`config.mk`:
```
export PLATFORM = sky130hd
export DESIGN_NAME = pcm_downmix_linear_resampler_core
export DESIGN_NICKNAME = d
export VERILOG_FILES = /design/src/sv/pdlr_pkg.sv /design/src/sv/pdlr_div.sv /design/src/sv/pdlr_mul.sv /design/src/sv/pcm_downmix_linear_resampler_core.sv
export SDC_FILE = /design/constraint.sdc
export NUM_CORES = 2
export LEC_CHECK = 0
export ABC_AREA = 1
export BUFFER_PORTS_ARGS = -buffer_cell sky130_fd_sc_hd__buf_4
export CAP_MARGIN = 20
export CORE_UTILIZATION = 51
export CTS_BUF_LIST = sky130_fd_sc_hd__clkbuf_4
export CTS_CLUSTER_SIZE = 12
export DETAILED_ROUTE_END_ITERATION = 7
export PLACE_DENSITY = 0.67
export SYNTH_ARGS = -nofsm -noshare
export SYNTH_HDL_FRONTEND = slang
export SYNTH_SLANG_ARGS = --single-unit
```
`constraint.sdc`:
```
create_clock -name i_clk -period 5.2 [get_ports i_clk]
set_input_delay 0.26 -clock i_clk [delete_from_list [all_inputs] [get_ports i_clk]]
set_output_delay 0.26 -clock i_clk [all_outputs]
set_load 0.1 [all_outputs]
```
`src/sv/pdlr_pkg.sv`:
```
// ----------------------------------------------------------------------------
// pdlr_pkg
// Shared widths, state and register codes, and sample conversion helpers for
// the downmix and linear resampler core.
// ----------------------------------------------------------------------------
package pdlr_pkg;

    localparam int MAX_RATIO_DEF = 24;

    localparam int SAMPLE_W  = 16;
    localparam int RATE_W    = 18;
    localparam int CNT_W     = 32;
    localparam int ACC_W     = 64;
    localparam int FRAC_W    = 32;
    localparam int MUL_A_W   = 34;
    localparam int MUL_B_W   = 32;
    localparam int PROD_W    = MUL_A_W + MUL_B_W;
    localparam int CFG_IDX_W = 3;
    localparam int CFG_DAT_W = 32;

    // configuration register indexes
    typedef enum logic [CFG_IDX_W-1:0] {
        REG_CHANNELS  = 3'd0,
        REG_WIDE      = 3'd1,
        REG_SRC_RATE  = 3'd2,
        REG_DST_RATE  = 3'd3,
        REG_FRAMES    = 3'd4,
        REG_MAX_OUT   = 3'd5
    } t_cfg_reg;

    // sequencer states
    typedef enum logic [3:0] {
        ST_IDLE,
        ST_DERIVE,
        ST_DIV_STEP,
        ST_MUL_LIM,
        ST_DIV_LIM,
        ST_DISPATCH,
        ST_LOOP,
        ST_LERP,
        ST_TAIL,
        ST_PUSH,
        ST_FINISH
    } t_state;

    // raw channel sample to signed 16-bit
    function automatic logic signed [SAMPLE_W-1:0] to_s16(
        input logic                wide,
        input logic [SAMPLE_W-1:0] raw
    );
        logic signed [SAMPLE_W-1:0] res;
        if (wide) begin
            res = signed'(raw);
        end else begin
            res = signed'({~raw[7], raw[6:0], 8'h00});
        end
        return res;
    endfunction

    // average of both channels, truncated toward zero; the first channel alone when mono
    function automatic logic signed [SAMPLE_W-1:0] downmix(
        input logic [1:0]          chans,
        input logic                wide,
        input logic [SAMPLE_W-1:0] first_raw,
        input logic [SAMPLE_W-1:0] second_raw
    );
        logic signed [SAMPLE_W-1:0] s0;
        logic signed [SAMPLE_W-1:0] s1;
        logic signed [SAMPLE_W:0]   sum;
        logic signed [SAMPLE_W:0]   adj;
        logic signed [SAMPLE_W-1:0] res;
        s0  = to_s16(wide, first_raw);
        s1  = to_s16(wide, second_raw);
        sum = (SAMPLE_W+1)'(s0) + (SAMPLE_W+1)'(s1);
        adj = sum + (SAMPLE_W+1)'(sum[SAMPLE_W]);
        if (chans == 2'd1) begin
            res = s0;
        end else begin
            res = adj[SAMPLE_W:1];
        end
        return res;
    endfunction

endpackage

```
`src/sv/pdlr_div.sv`:
```
// ----------------------------------------------------------------------------
// pdlr_div
// Bit-serial restoring divider: one quotient bit per cycle over the full
// dividend width.
// ----------------------------------------------------------------------------
module pdlr_div (
    input  logic                          i_clk,
    input  logic                          i_rst_n,
    input  logic                          i_start,
    input  logic [pdlr_pkg::ACC_W-1:0]    i_dividend,
    input  logic [pdlr_pkg::RATE_W-1:0]   i_divisor,
    output logic                          o_done,
    output logic [pdlr_pkg::ACC_W-1:0]    o_quot
);
    localparam int CW = $clog2(pdlr_pkg::ACC_W);

    logic                          r_busy;
    logic                          r_done;
    logic [CW-1:0]                 r_cnt;
    logic [pdlr_pkg::ACC_W-1:0]    r_quot;
    logic [pdlr_pkg::RATE_W-1:0]   r_rem;
    logic [pdlr_pkg::RATE_W-1:0]   r_div;

    logic [pdlr_pkg::RATE_W:0]     w_trial;
    logic [pdlr_pkg::RATE_W:0]     w_diff;
    logic                          w_ge;

    // one trial subtraction
    always_comb begin
        w_trial = {r_rem, r_quot[pdlr_pkg::ACC_W-1]};
        w_ge    = w_trial >= {1'b0, r_div};
        w_diff  = w_trial - {1'b0, r_div};
    end

    // shift quotient bits in, remainder stays below the divisor
    always_ff @(posedge i_clk) begin
        if (!i_rst_n) begin
            r_busy <= 1'b0;
            r_done <= 1'b0;
            r_cnt  <= '0;
            r_quot <= '0;
            r_rem  <= '0;
            r_div  <= '0;
        end else begin
            r_done <= 1'b0;
            if (i_start) begin
                r_busy <= 1'b1;
                r_cnt  <= '0;
                r_rem  <= '0;
                r_quot <= i_dividend;
                r_div  <= i_divisor;
            end else if (r_busy) begin
                r_rem  <= w_ge ? w_diff[pdlr_pkg::RATE_W-1:0]
                               : w_trial[pdlr_pkg::RATE_W-1:0];
                r_quot <= {r_quot[pdlr_pkg::ACC_W-2:0], w_ge};
                r_cnt  <= r_cnt + 1'b1;
                if (r_cnt == CW'(pdlr_pkg::ACC_W - 1)) begin
                    r_busy <= 1'b0;
                    r_done <= 1'b1;
                end
            end
        end
    end

    assign o_done = r_done;
    assign o_quot = r_quot;

endmodule

```
`src/sv/pdlr_mul.sv`:
```
// ----------------------------------------------------------------------------
// pdlr_mul
// Bit-serial shift-add multiplier: signed multiplicand times unsigned
// multiplier, one multiplier bit per cycle.
// ----------------------------------------------------------------------------
module pdlr_mul (
    input  logic                                 i_clk,
    input  logic                                 i_rst_n,
    input  logic                                 i_start,
    input  logic signed [pdlr_pkg::MUL_A_W-1:0]  i_a,
    input  logic        [pdlr_pkg::MUL_B_W-1:0]  i_b,
    output logic                                 o_done,
    output logic signed [pdlr_pkg::PROD_W-1:0]   o_prod
);
    localparam int CW = $clog2(pdlr_pkg::MUL_B_W);

    logic                                 r_busy;
    logic                                 r_done;
    logic [CW-1:0]                        r_cnt;
    logic signed [pdlr_pkg::PROD_W-1:0]   r_mc;
    logic [pdlr_pkg::MUL_B_W-1:0]         r_mp;
    logic signed [pdlr_pkg::PROD_W-1:0]   r_prod;

    // add shifted multiplicand for each set multiplier bit
    always_ff @(posedge i_clk) begin
        if (!i_rst_n) begin
            r_busy <= 1'b0;
            r_done <= 1'b0;
            r_cnt  <= '0;
            r_mc   <= '0;
            r_mp   <= '0;
            r_prod <= '0;
        end else begin
            r_done <= 1'b0;
            if (i_start) begin
                r_busy <= 1'b1;
                r_cnt  <= '0;
                r_mc   <= pdlr_pkg::PROD_W'(i_a);
                r_mp   <= i_b;
                r_prod <= '0;
            end else if (r_busy) begin
                if (r_mp[0]) begin
                    r_prod <= r_prod + r_mc;
                end
                r_mc  <= r_mc <<< 1;
                r_mp  <= r_mp >> 1;
                r_cnt <= r_cnt + 1'b1;
                if (r_cnt == CW'(pdlr_pkg::MUL_B_W - 1)) begin
                    r_busy <= 1'b0;
                    r_done <= 1'b1;
                end
            end
        end
    end

    assign o_done = r_done;
    assign o_prod = r_prod;

endmodule

```
`src/sv/pcm_downmix_linear_resampler_core.sv`:
```
// ----------------------------------------------------------------------------
// pcm_downmix_linear_resampler_core
// Downmixes PCM frames to signed 16-bit mono and resamples them by q32.32
// linear interpolation, giving zero or more samples per frame.
//
//   channel  direction  handshake                payload
//   input    in         i_valid / o_ready        i_first_raw, i_second_raw
//   output   out        o_valid / i_ready        o_mono_sample, o_run_last
//   config   in         i_cfg_valid / o_cfg_ready i_cfg_index, i_cfg_data
//
// One frame at a time. When resampling, the first frame of a clip runs the
// serial divider for the step and, with two or more frames, the serial
// multiplier and the divider again for the output limit. Each interpolated
// sample goes through the serial multiplier; skipped and repeated ones do not.
// Synchronous active-low reset; no clearing pass. A stalled output holds
// one sample in the output register and one pending, then the sequencer waits.
// Register writes are taken only while idle with the output register empty.
// ----------------------------------------------------------------------------
module pcm_downmix_linear_resampler_core #(
    parameter int MAX_RATIO = pdlr_pkg::MAX_RATIO_DEF
) (
    input  logic                                  i_clk,
    input  logic                                  i_rst_n,
    input  logic                                  i_valid,
    output logic                                  o_ready,
    input  logic [pdlr_pkg::SAMPLE_W-1:0]         i_first_raw,
    input  logic [pdlr_pkg::SAMPLE_W-1:0]         i_second_raw,
    output logic                                  o_valid,
    input  logic                                  i_ready,
    output logic signed [pdlr_pkg::SAMPLE_W-1:0]  o_mono_sample,
    output logic                                  o_run_last,
    input  logic                                  i_cfg_valid,
    output logic                                  o_cfg_ready,
    input  logic [pdlr_pkg::CFG_IDX_W-1:0]        i_cfg_index,
    input  logic [pdlr_pkg::CFG_DAT_W-1:0]        i_cfg_data
);
    localparam int N_W = $clog2(MAX_RATIO + 1);
    localparam int SW  = pdlr_pkg::SAMPLE_W;
    localparam int RW  = pdlr_pkg::RATE_W;
    localparam int CW  = pdlr_pkg::CNT_W;
    localparam int AW  = pdlr_pkg::ACC_W;
    localparam int FW  = pdlr_pkg::FRAC_W;

    pdlr_pkg::t_state r_state, n_state;
    pdlr_pkg::t_state r_ret;

    // configuration
    logic [1:0]     r_chans;
    logic           r_wide;
    logic [RW-1:0]  r_src_rate;
    logic [RW-1:0]  r_dst_rate;
    logic [CW-1:0]  r_frames;
    logic [CW-1:0]  r_max_out;

    // clip state
    logic [AW-1:0]         r_acc;
    logic [AW-1:0]         r_step;
    logic signed [SW-1:0]  r_prev;
    logic signed [SW-1:0]  r_cur;
    logic [CW-1:0]         r_seen;
    logic [CW-1:0]         r_done;
    logic [CW-1:0]         r_limit;
    logic [CW-1:0]         r_j;
    logic                  r_fmt_ok;
    logic [N_W-1:0]        r_n;

    // pending sample and output register
    logic                  r_pend_v;
    logic signed [SW-1:0]  r_pend;
    logic signed [SW-1:0]  r_val;
    logic                  r_out_v;
    logic signed [SW-1:0]  r_out;
    logic                  r_out_last;

    // serial units
    logic                                 w_div_start;
    logic [AW-1:0]                        w_div_dividend;
    logic [RW-1:0]                        w_div_divisor;
    logic                                 w_div_done;
    logic [AW-1:0]                        w_div_quot;
    logic                                 w_mul_start;
    logic signed [pdlr_pkg::MUL_A_W-1:0]  w_mul_a;
    logic [pdlr_pkg::MUL_B_W-1:0]         w_mul_b;
    logic                                 w_mul_done;
    logic signed [pdlr_pkg::PROD_W-1:0]   w_mul_prod;

    logic [RW-1:0]         w_src;
    logic                  w_passthru;
    logic [CW-1:0]         w_min_frames;
    logic                  w_slot_free;
    logic                  w_more;
    logic                  w_in_run;
    logic                  w_cond;
    logic                  w_n_room;
    logic                  w_push_go;
    logic                  w_load;
    logic signed [SW+1:0]  w_lerp;
    logic signed [SW-1:0]  w_mix;

    // derived comparisons
    always_comb begin
        w_src        = (r_src_rate != '0) ? r_src_rate : r_dst_rate;
        w_passthru   = (w_src == r_dst_rate);
        w_min_frames = (r_frames < r_max_out) ? r_frames : r_max_out;
        w_slot_free  = !r_out_v || i_ready;
        w_more       = r_done < r_limit;
        w_in_run     = r_acc[AW-1:FW] <= (r_j - 1'b1);
        w_cond       = w_more && w_in_run;
        w_n_room     = r_n < N_W'(MAX_RATIO);
        w_push_go    = !r_pend_v || w_slot_free;
        w_load       = ((r_state == pdlr_pkg::ST_PUSH) || (r_state == pdlr_pkg::ST_FINISH))
                    && w_push_go && r_pend_v;
        w_lerp       = (SW+2)'(r_prev) + w_mul_prod[FW+SW+1:FW];
        w_mix        = pdlr_pkg::downmix(r_chans, r_wide, i_first_raw, i_second_raw);
    end

    // next state
    always_comb begin
        n_state = r_state;
        case (r_state)
            pdlr_pkg::ST_IDLE: begin
                if (i_valid && o_ready && (r_seen < r_frames)) begin
                    n_state = (r_seen == '0) ? pdlr_pkg::ST_DERIVE : pdlr_pkg::ST_DISPATCH;
                end
            end
            pdlr_pkg::ST_DERIVE: begin
                if ((r_dst_rate == '0) || w_passthru) begin
                    n_state = pdlr_pkg::ST_DISPATCH;
                end else begin
                    n_state = pdlr_pkg::ST_DIV_STEP;
                end
            end
            pdlr_pkg::ST_DIV_STEP: begin
                if (w_div_done) begin
                    n_state = (r_frames < CW'(2)) ? pdlr_pkg::ST_DISPATCH
                                                  : pdlr_pkg::ST_MUL_LIM;
                end
            end
            pdlr_pkg::ST_MUL_LIM: begin
                if (w_mul_done) n_state = pdlr_pkg::ST_DIV_LIM;
            end
            pdlr_pkg::ST_DIV_LIM: begin
                if (w_div_done) n_state = pdlr_pkg::ST_DISPATCH;
            end
            pdlr_pkg::ST_DISPATCH: begin
                if (!r_fmt_ok) begin
                    n_state = pdlr_pkg::ST_FINISH;
                end else if (r_step == '0) begin
                    n_state = w_more ? pdlr_pkg::ST_PUSH : pdlr_pkg::ST_FINISH;
                end else if (r_j != '0) begin
                    n_state = pdlr_pkg::ST_LOOP;
                end else begin
                    n_state = pdlr_pkg::ST_FINISH;
                end
            end
            pdlr_pkg::ST_LOOP: begin
                if (w_cond) begin
                    n_state = w_n_room ? pdlr_pkg::ST_LERP : pdlr_pkg::ST_LOOP;
                end else if (r_j == (r_frames - 1'b1)) begin
                    n_state = pdlr_pkg::ST_TAIL;
                end else begin
                    n_state = pdlr_pkg::ST_FINISH;
                end
            end
            pdlr_pkg::ST_LERP: begin
                if (w_mul_done) n_state = pdlr_pkg::ST_PUSH;
            end
            pdlr_pkg::ST_TAIL: begin
                n_state = (w_more && w_n_room) ? pdlr_pkg::ST_PUSH : pdlr_pkg::ST_FINISH;
            end
            pdlr_pkg::ST_PUSH: begin
                if (w_push_go) n_state = r_ret;
            end
            pdlr_pkg::ST_FINISH: begin
                if (w_push_go) n_state = pdlr_pkg::ST_IDLE;
            end
            default: n_state = pdlr_pkg::ST_IDLE;
        endcase
    end

    // unit starts and operand selection
    always_comb begin
        o_ready     = (r_state == pdlr_pkg::ST_IDLE) && !i_cfg_valid;
        o_cfg_ready = (r_state == pdlr_pkg::ST_IDLE) && !r_out_v;
        w_div_start = ((r_state == pdlr_pkg::ST_DERIVE) && (r_dst_rate != '0) && !w_passthru)
                   || ((r_state == pdlr_pkg::ST_MUL_LIM) && w_mul_done);
        if (r_state == pdlr_pkg::ST_DERIVE) begin
            w_div_dividend = {(AW-RW-FW)'(0), w_src, FW'(0)};
            w_div_divisor  = r_dst_rate;
        end else begin
            w_div_dividend = w_mul_prod[AW-1:0];
            w_div_divisor  = w_src;
        end
        w_mul_start = ((r_state == pdlr_pkg::ST_DIV_STEP) && w_div_done
                       && (r_frames >= CW'(2)))
                   || ((r_state == pdlr_pkg::ST_LOOP) && w_cond && w_n_room);
        if (r_state == pdlr_pkg::ST_DIV_STEP) begin
            w_mul_a = pdlr_pkg::MUL_A_W'({1'b0, r_frames - 1'b1});
            w_mul_b = pdlr_pkg::MUL_B_W'(r_dst_rate);
        end else begin
            w_mul_a = pdlr_pkg::MUL_A_W'((SW+1)'(r_cur) - (SW+1)'(r_prev));
            w_mul_b = r_acc[FW-1:0];
        end
    end

    pdlr_div u_div (
        .i_clk      (i_clk),
        .i_rst_n    (i_rst_n),
        .i_start    (w_div_start),
        .i_dividend (w_div_dividend),
        .i_divisor  (w_div_divisor),
        .o_done     (w_div_done),
        .o_quot     (w_div_quot)
    );

    pdlr_mul u_mul (
        .i_clk   (i_clk),
        .i_rst_n (i_rst_n),
        .i_start (w_mul_start),
        .i_a     (w_mul_a),
        .i_b     (w_mul_b),
        .o_done  (w_mul_done),
        .o_prod  (w_mul_prod)
    );

    // state register
    always_ff @(posedge i_clk) begin
        if (!i_rst_n) begin
            r_state <= pdlr_pkg::ST_IDLE;
        end else begin
            r_state <= n_state;
        end
    end

    // configuration, clip state and output path
    always_ff @(posedge i_clk) begin
        if (!i_rst_n) begin
            r_chans    <= 2'd1;
            r_wide     <= 1'b1;
            r_src_rate <= '0;
            r_dst_rate <= RW'(48000);
            r_frames   <= '0;
            r_max_out  <= '0;
            r_acc      <= '0;
            r_step     <= '0;
            r_prev     <= '0;
            r_cur      <= '0;
            r_seen     <= '0;
            r_done     <= '0;
            r_limit    <= '0;
            r_j        <= '0;
            r_fmt_ok   <= 1'b0;
            r_n        <= '0;
            r_ret      <= pdlr_pkg::ST_IDLE;
            r_pend_v   <= 1'b0;
            r_pend     <= '0;
            r_val      <= '0;
            r_out_v    <= 1'b0;
            r_out      <= '0;
            r_out_last <= 1'b0;
        end else begin
            // output register loads from the pending slot or drains on request
            if (w_load) begin
                r_out_v    <= 1'b1;
                r_out      <= r_pend;
                r_out_last <= (r_state == pdlr_pkg::ST_FINISH);
            end else if (r_out_v && i_ready) begin
                r_out_v <= 1'b0;
            end

            // a write to a defined register restarts the clip
            if (i_cfg_valid && o_cfg_ready) begin
                case (i_cfg_index)
                    pdlr_pkg::REG_CHANNELS: r_chans    <= i_cfg_data[1:0];
                    pdlr_pkg::REG_WIDE:     r_wide     <= i_cfg_data[0];
                    pdlr_pkg::REG_SRC_RATE: r_src_rate <= i_cfg_data[RW-1:0];
                    pdlr_pkg::REG_DST_RATE: r_dst_rate <= i_cfg_data[RW-1:0];
                    pdlr_pkg::REG_FRAMES:   r_frames   <= i_cfg_data;
                    pdlr_pkg::REG_MAX_OUT:  r_max_out  <= i_cfg_data;
                    default: ;
                endcase
                if (i_cfg_index <= pdlr_pkg::CFG_IDX_W'(pdlr_pkg::REG_MAX_OUT)) begin
                    r_acc  <= '0;
                    r_prev <= '0;
                    r_seen <= '0;
                    r_done <= '0;
                end
            end

            case (r_state)
                pdlr_pkg::ST_IDLE: begin
                    if (i_valid && o_ready && (r_seen < r_frames)) begin
                        r_seen   <= r_seen + 1'b1;
                        r_j      <= r_seen;
                        r_n      <= '0;
                        r_fmt_ok <= (r_chans != 2'd0);
                        r_cur    <= (r_chans != 2'd0) ? w_mix : '0;
                    end
                end
                pdlr_pkg::ST_DERIVE: begin
                    if (r_dst_rate == '0) begin
                        r_step  <= '0;
                        r_limit <= '0;
                    end else if (w_passthru) begin
                        r_step  <= '0;
                        r_limit <= w_min_frames;
                    end
                end
                pdlr_pkg::ST_DIV_STEP: begin
                    if (w_div_done) begin
                        r_step <= w_div_quot;
                        if (r_frames < CW'(2)) r_limit <= '0;
                    end
                end
                pdlr_pkg::ST_DIV_LIM: begin
                    if (w_div_done) begin
                        r_limit <= (w_div_quot > AW'(r_max_out)) ? r_max_out
                                                                 : w_div_quot[CW-1:0];
                    end
                end
                pdlr_pkg::ST_DISPATCH: begin
                    r_val <= r_cur;
                    r_ret <= pdlr_pkg::ST_FINISH;
                end
                pdlr_pkg::ST_LOOP: begin
                    // outputs past the per-frame cap still advance
                    if (w_cond && !w_n_room) begin
                        r_done <= r_done + 1'b1;
                        r_acc  <= r_acc + r_step;
                    end
                end
                pdlr_pkg::ST_LERP: begin
                    r_val <= w_lerp[SW-1:0];
                    r_ret <= pdlr_pkg::ST_LOOP;
                end
                pdlr_pkg::ST_TAIL: begin
                    r_val <= r_cur;
                    r_ret <= pdlr_pkg::ST_TAIL;
                    if (!(w_more && w_n_room)) r_done <= r_limit;
                end
                pdlr_pkg::ST_PUSH: begin
                    if (w_push_go) begin
                        r_pend_v <= 1'b1;
                        r_pend   <= r_val;
                        r_n      <= r_n + 1'b1;
                        r_done   <= r_done + 1'b1;
                        r_acc    <= r_acc + r_step;
                    end
                end
                pdlr_pkg::ST_FINISH: begin
                    if (w_push_go) begin
                        r_pend_v <= 1'b0;
                        r_prev   <= r_cur;
                    end
                end
                default: ;
            endcase
        end
    end

    assign o_valid       = r_out_v;
    assign o_mono_sample = r_out;
    assign o_run_last    = r_out_last;

    // a held sample never outlives its frame
    a_pend_idle: assert property (@(posedge i_clk) disable iff (!i_rst_n)
        (r_state == pdlr_pkg::ST_IDLE) |-> !r_pend_v)
        else $error("pending sample left while idle");

    // output count never passes the clip limit
    a_done_limit: assert property (@(posedge i_clk) disable iff (!i_rst_n)
        (r_state != pdlr_pkg::ST_IDLE) |-> (r_done <= r_limit))
        else $error("output count beyond limit");

    // per-frame count bounded by the ratio cap
    a_n_cap: assert property (@(posedge i_clk) disable iff (!i_rst_n)
        r_n <= N_W'(MAX_RATIO))
        else $error("too many samples for one frame");

    // a sample is loaded only into a free output slot
    a_out_load: assert property (@(posedge i_clk) disable iff (!i_rst_n)
        (r_out_v && !i_ready) |=> (r_out_v && $stable(r_out) && $stable(r_out_last)))
        else $error("stalled output overwritten");

endmodule

```
# == After elaboration in Yosys (flattened, before gate mapping) ==
# Cells that the tools add are included.
# classes
addsub,14
magnitude_cmp,10
n_eq_ne,29
n_mux,84
n_bitwise,5
n_reduce_logical,66
# op_table
op,n
64-bit two-way mux,10
32-bit two-way mux,19
64-bit case mux with 2 select lines,2
32-bit case mux with 3 select lines,2
66-bit two-way mux,2
16-bit two-way mux,8
32-bit < comparator,3
66-bit adder,1
32-bit by 1-bit adder with 32-bit output (second input constant),2
64-bit adder,1
64-bit by 32-bit greater-than comparator with 1-bit output,1
64-bit zero test,1
32-bit by 1-bit subtractor with 32-bit output (second input constant),2
18-bit two-way mux,3
4-bit two-way mux,11
4-bit case mux with 11 select lines,1
18-bit nonzero test,2
34-bit two-way mux,1
32-bit == test,1
32-bit by 2-bit greater-or-equal comparator with 1-bit output (second input constant),1
32-bit <= comparator,1
32-bit zero test,1
32-bit by 2-bit < comparator with 1-bit output (second input constant),1
16-bit case mux with 2 select lines,1
47 further kinds,130
# totals
ff_bits,735
in_bits,72
output_inout_bits,20
word_cells,244

# == Logic depth before layout (Yosys ltp) ==
# depth
word_depth,7
depth_mapped,33
mapped_depth_nobuf,31

# == Modules after synthesis ==
# Synthesis repeated with hierarchy kept, for this count alone.
# unflattened
hier_cells,8974
hier_area_um2,55545.8
# modules_own_cells
module,instances,cells_per_inst,area_each_um2,seq_area_each_um2
pcm_downmix_linear_resampler_core,1,5975,37078.1,9108.7
pdlr_mul,1,2098,12391.9,3423.3
pdlr_div,1,901,6075.8,2162.1

# == Worst setup path before layout ==
# No wires, ideal clock.
# synth_path
kind,register to register
startpoint,reg r_j[0]
endpoint,reg r_acc[51]
setup_time_ps,110
t_arrival_ps,4118
t_required_ps,5090
slack_ps,972
stages_incl_launch_ff,30
path_buffers,1
period_less_slack_ps,4228
path_cell_list,dfxtp_1 -> inv_1 -> ha_1 -> nand2_1 -> nor2_1 -> inv_1 -> nor2_2 -> nand3_1 -> nor3_1 -> nand3_1 -> nor2_2 -> nand4_1 -> nor3_1 -> nand4_1 -> xor2_1 -> ha_1 -> nand2_1 -> nor2_1 -> nand4_1 -> nor2_1 -> nand4_1 -> nand2_1 -> nand2_1 -> nor2_1 -> clkbuf_1 -> nand2_1 -> o211ai_1 -> nand3_1 -> nand2_1 -> inv_1
# synth_between
elab_chain_cells,6
# synth_rtl
item,line,text
from (decl),pcm_downmix_linear_resampler_core.sv:63,logic [CW-1:0] r_j;
from (signal assigned),pcm_downmix_linear_resampler_core.sv:294,r_j <= r_seen;
32-bit by 1-bit subtractor with 32-bit output,pcm_downmix_linear_resampler_core.sv:107,w_in_run = r_acc[AW-1:FW] <= (r_j - 1'b1);
32-bit <= comparator,pcm_downmix_linear_resampler_core.sv:107,
1-bit logical AND,pcm_downmix_linear_resampler_core.sv:108,w_cond = w_more && w_in_run;
1-bit logical AND,pcm_downmix_linear_resampler_core.sv:327,if (w_cond && !w_n_room) begin
64-bit two-way mux,pcm_downmix_linear_resampler_core.sv:327,
64-bit case mux with 2 select lines,pcm_downmix_linear_resampler_core.sv:290,case (r_state)
to (signal assigned),pcm_downmix_linear_resampler_core.sv:329,r_acc <= r_acc + r_step;
to (signal assigned),pcm_downmix_linear_resampler_core.sv:347,r_acc <= r_acc + r_step;
to (decl),pcm_downmix_linear_resampler_core.sv:56,logic [AW-1:0] r_acc;
# Every way passes these cells.
# A chain may end at the register's enable or synchronous reset.

# == Worst setup path in the final report ==
# layout_path
startpoint,reg r_wide
endpoint,reg r_cur[1]
# layout_between
elab_chain_cells,5
word_cells_on_any_way,6
cone_classes,add/sub: 2; mux: 4
# layout_rtl
item,line,text
from (decl),pcm_downmix_linear_resampler_core.sv:49,logic r_wide;
from (signal assigned),pcm_downmix_linear_resampler_core.sv:275,pdlr_pkg::REG_WIDE: r_wide <= i_cfg_data[0];
16-bit two-way mux,pdlr_pkg.sv:52,if (wide) begin
16-bit by 16-bit adder with 17-bit output,pdlr_pkg.sv:74,sum = (SAMPLE_W+1)'(s0) + (SAMPLE_W+1)'(s1);
17-bit by 1-bit adder with 17-bit output,pdlr_pkg.sv:75,adj = sum + (SAMPLE_W+1)'(sum[SAMPLE_W]);
16-bit two-way mux (*),pdlr_pkg.sv:76,if (chans == 2'd1) begin
16-bit two-way mux (*),pcm_downmix_linear_resampler_core.sv:297,r_cur <= (r_chans != 2'd0) ? w_mix : '0;
to (signal assigned),pcm_downmix_linear_resampler_core.sv:297,
to (decl),pcm_downmix_linear_resampler_core.sv:59,logic signed [SW-1:0] r_cur;
# Mark *: on every way between the ends. The rest lies on a longest branch, timed or not.

==> flow_summary.toml <==
[status]
outcome = "complete, no violations"

[die]
floorplan.rows = 118
fp.dieH_um = 326
ioPinCount = 92
die_w_um = 326
floorplan.die_area_sq_mm = 0.106
start_util_pct = 51.5
placeableCoreArea_sq_mm = 0.104

[sta]
max_freq_mhz = 206
worst_max_slew_pin_slew_ns = 1.08
slew-limit-headroom_pct = 27.6
setup_skew_after_layout_ns = 0.115
report.final.slew_viol_count = 0
setup_viol_count_final = 0
timing.setup.tns_ns = 0
post-route-min-period_ns = 4.85
final_hold_fails = 0
min_period_over_period_pct = 93.3

[critical_path]
critPathLaunchType = "flop"
worst_setup_path_endpoint = "r_cur[1]$_SDFFE_PN0P_"
rr_startpoint = "r_wide$_SDFFE_PN1P_"
critical_path.max_fanout = 22
startpoint = "r_wide$_SDFFE_PN1P_"
worst_setup_path_end_kind = "flop"
timing.reg2reg.worst_path_depth = 25
worst_r2r_endpoint = "r_cur[1]$_SDFFE_PN0P_"
ff2ff_setup_slack_ns = 0.35
arrival_ns = 5.87
path_class = "reg2reg"
worstPathRequired_ns = 6.22

[grt]
grt_antenna_before_repair = 11
grt_pass1_wl_um = 339000
maximum_number_of_pins_on_one_net_before_global_route_repair = 164
grt_pass1_vias = 55300
globalRouteOverflowTotal = 0
global_route.usage.total_pct = 41.3

[routing]
drc_errors = 0
vias_per_cell = 5.88
initialDrtViolationCount = 7188
wire_length_per_cell_after_detailed_routing_um = 21.9
drt_first_pass_iters = 8
vias = 61000
routed_wirelength_um = 227000
route.antenna.remaining_nets = 0

[power]
cell_internal_pwr_mw = 12.2
swShare_pct = 47.8
share_comb_of_total_power_pct = 46.4
power.net_switching_mw = 11.2
cellLeakagePower_nw = 27.2
peakVddDrop_uv = 889
power.share.clock_pct = 23.8
design_power_total_mw = 23.4
power.sequential.fraction_pct = 29.7
power_density_mw_per_mm2 = 394

[hold_path]
worstHoldStart = "i_second_raw[15]"
hold_path.class = "in2reg"

[synth]
post_synth.cell_area_avg_sq_um = 6.17
leading_post_synthesis_cells_by_instance_count = "sky130_fd_sc_hd__nand2_1 (2008), sky130_fd_sc_hd__nor2_1 (1066), sky130_fd_sc_hd__inv_1 (926), sky130_fd_sc_hd__a21oi_1 (897), sky130_fd_sc_hd__o21ai_0 (764)"
synth_cells = 8661
synthDominantAreaCellType = "sky130_fd_sc_hd__dfxtp_1"
synth_top_cells_by_area = "sky130_fd_sc_hd__dfxtp_1 (27%), sky130_fd_sc_hd__nand2_1 (14%), sky130_fd_sc_hd__ha_1 (8.4%)"
syn_nets = 9098
synth_edf_count = 0
synthesis.yosys.warnings = 0
mappedNetlistArea_sq_mm = 0.0534
yosysUniqueCellTypes = 55
synth_top_area_share_pct = 27.4
ys_seq_elements = 730
synthMostInstantiatedCell = "sky130_fd_sc_hd__nand2_1"
synth_async_sr_flop_share_pct = 0
synth-main-ff-cell = "sky130_fd_sc_hd__dfxtp_1"
seq_area_frac_synth_pct = 27.4

[job]
drv.max_cap_violation_count = 0

[clocking]
cts_tree = "built"
clkSlewWorstSetupHoldPaths_ns = 0.06
buffers_from_clock_root_to_sink_at_most = 3
cts.htree.levels = 4
cts_root_buf = "sky130_fd_sc_hd__clkbuf_4"
numCtsBuffers = 208
cts.sinks = 730
clk_latency_ns = 1.20

[final_layout]
layout-drive-gt1-share_pct = 7.40
nets = 9260
syn2layout_area_growth_pct = 11.4

[place]
gpl.final_weighted_congestion = 1.08
place.port_buffers = 91
place_hpwl_um = 173000
[logic make-up after synthesis]
kind of cell | count (synthesis) | share of synthesized area, %
and+or+nand+nor | 4081 | 31.8
AOI/OAI and AO/OA | 1976 | 19.7
buffers and inverters | 1322 | 9.47
DFF | 730 | 27.4
adders and majority gates | 365 | 8.63
xor gates and xnor gates | 185 | 3.03
muxes | 2 | 0.0375
[power by group through the flow]
stage	Sequential (mW)	Combinational [mW]	Clock (mW)
after floorplan	6.62	6.70	0
after global placement	7.04	10.2	0
after detailed placement	7.04	10.3	0
after CTS	6.92	10.4	5.63
after global routing	6.98	11.6	5.91
final	6.97	10.9	5.58
[placed cells by master (no fill, tap or decap), types with 8 or more instances in the layout]
cell                               n
sky130_fd_sc_hd__a21oi_1         895
sky130_fd_sc_hd__clkinv_2         14
sky130_fd_sc_hd__xor2_1          140
sky130_fd_sc_hd__clkinv_1         48
sky130_fd_sc_hd__o211ai_1         50
sky130_fd_sc_hd__buf_12           11
sky130_fd_sc_hd__dfxtp_1         729
sky130_fd_sc_hd__a31oi_1          59
sky130_fd_sc_hd__clkbuf_4        297
sky130_fd_sc_hd__or2_2            42
sky130_fd_sc_hd__xnor2_1          45
sky130_fd_sc_hd__nand4_1          95
sky130_fd_sc_hd__nor2_4           12
sky130_fd_sc_hd__o21a_1           14
sky130_fd_sc_hd__a21o_1           26
sky130_fd_sc_hd__and3_1            8
sky130_fd_sc_hd__nor3_1           81
sky130_fd_sc_hd__nor4_1           53
sky130_fd_sc_hd__nand3_1         658
sky130_fd_sc_hd__nand2_1        2004
sky130_fd_sc_hd__o21ai_0         761
sky130_fd_sc_hd__a211oi_1         25
sky130_fd_sc_hd__a21boi_0         20
sky130_fd_sc_hd__ha_1            359
sky130_fd_sc_hd__o21bai_1         17
sky130_fd_sc_hd__inv_1           921
sky130_fd_sc_hd__nor2_1         1051
sky130_fd_sc_hd__dlygate4sd3_1   126
sky130_fd_sc_hd__nor2_2           27
sky130_fd_sc_hd__inv_2            19
sky130_fd_sc_hd__o21ai_1          44
sky130_fd_sc_hd__o22ai_1          33
sky130_fd_sc_hd__buf_4           181
sky130_fd_sc_hd__nand3b_1         21
[registers in the layout (all words and copies together) (netlist names), 18 cells and up]
name	cells
r_acc	64
u_div.r_div	18
u_mul.o_prod	64
r_j	32
u_div.r_rem	18
u_mul.r_mc	64
r_done	32
r_max_out	32
r_seen	32
u_mul.r_mp	32
r_dst_rate	18
r_src_rate	18
r_limit	32
r_step	64
r_frames	32
u_div.o_quot	64
[final cells by class]
class                           count  area (sq um)
Fill cell                       10600         44100
Multi-Input combinational cell   6609         34000
Sequential cell                   730         14600
Inverter                          948          3570
Timing Repair Buffer              326          2960
Clock buffer                      297          2230
Tap cell                         1380          1730
Clock inverter                     72           429
Antenna cell                        6          15.0
[through the flow]
step	area, sq um	instances	setup slack [ns]	hold slack (ns)	util, %
6_report	59500	10400	0.348	0.110	57.4
5_1_grt	59500	10400	-0.0613	0.0674	57.4
4_1_cts	59300	10400	0.0252	0.00131	57.2
3_5_place_dp	55400	9859	0.0590	0.451	53.4
3_3_place_gp	55400	9859	0.147	0.442	53.4
2_1_floorplan	53400	8661	0.972	0.390	-
[per-layer routing]
metal,up-vias,part of all wire (%),wire length [um],track usage (%)
met5,-,0.038,87,0
met4,14,6.1,13900,23.0
met3,602,10,23200,8.79
met2,3148,42,96200,62.1
met1,28200,41,93800,54.9
li1,29100,-,-,-
[worst min-delay path by stage]
stage	to	depth (start not counted)	slack, ns
floorplan	r_dst_rate[11]$_SDFFE_PN1P_	2	0.39
global placement	r_pend[11]$_SDFFE_PN0P_	2	0.44
detailed placement	r_pend[11]$_SDFFE_PN0P_	2	0.45
CTS	r_max_out[16]$_SDFFE_PN0P_	4	0.001
global route	r_src_rate[13]$_SDFFE_PN0P_	4	0.07
finish	r_cur[15]$_SDFFE_PN0P_	11	0.11
[worst max-delay path, stage by stage, from the launching register on]
cell and delay [ns]:
sky130_fd_sc_hd__dfxtp_4 0.39, sky130_fd_sc_hd__buf_4 0.23, sky130_fd_sc_hd__nand2_1 0.08, sky130_fd_sc_hd__inv_1 0.09
sky130_fd_sc_hd__fa_1 0.46, sky130_fd_sc_hd__nand2_1 0.08, sky130_fd_sc_hd__nand2_1 0.05, sky130_fd_sc_hd__o21ai_1 0.18
sky130_fd_sc_hd__inv_1 0.07, sky130_fd_sc_hd__nand2_1 0.08, sky130_fd_sc_hd__nand2_1 0.08, sky130_fd_sc_hd__nand2_1 0.09
sky130_fd_sc_hd__nand3_1 0.09, sky130_fd_sc_hd__nand2_2 0.13, sky130_fd_sc_hd__nand2_1 0.10, sky130_fd_sc_hd__inv_1 0.09
sky130_fd_sc_hd__ha_1 0.15, sky130_fd_sc_hd__inv_1 0.05, sky130_fd_sc_hd__nor2_1 0.13, sky130_fd_sc_hd__nand3b_1 0.12
sky130_fd_sc_hd__o21ai_0 0.10, sky130_fd_sc_hd__dlygate4sd3_1 0.59, sky130_fd_sc_hd__nand2_1 0.07, sky130_fd_sc_hd__dlygate4sd3_1 0.56
sky130_fd_sc_hd__a21oi_1 0.06, sky130_fd_sc_hd__dlygate4sd3_1 0.59
[timing repair]
item,4_1_cts,5_1_grt
setup buffers,0,6
hold endpoints to repair,410,0
setup endpoints to repair,0,271
hold buffers,126,0
resized for setup,0,31
(Power assumes the default switching activity.)
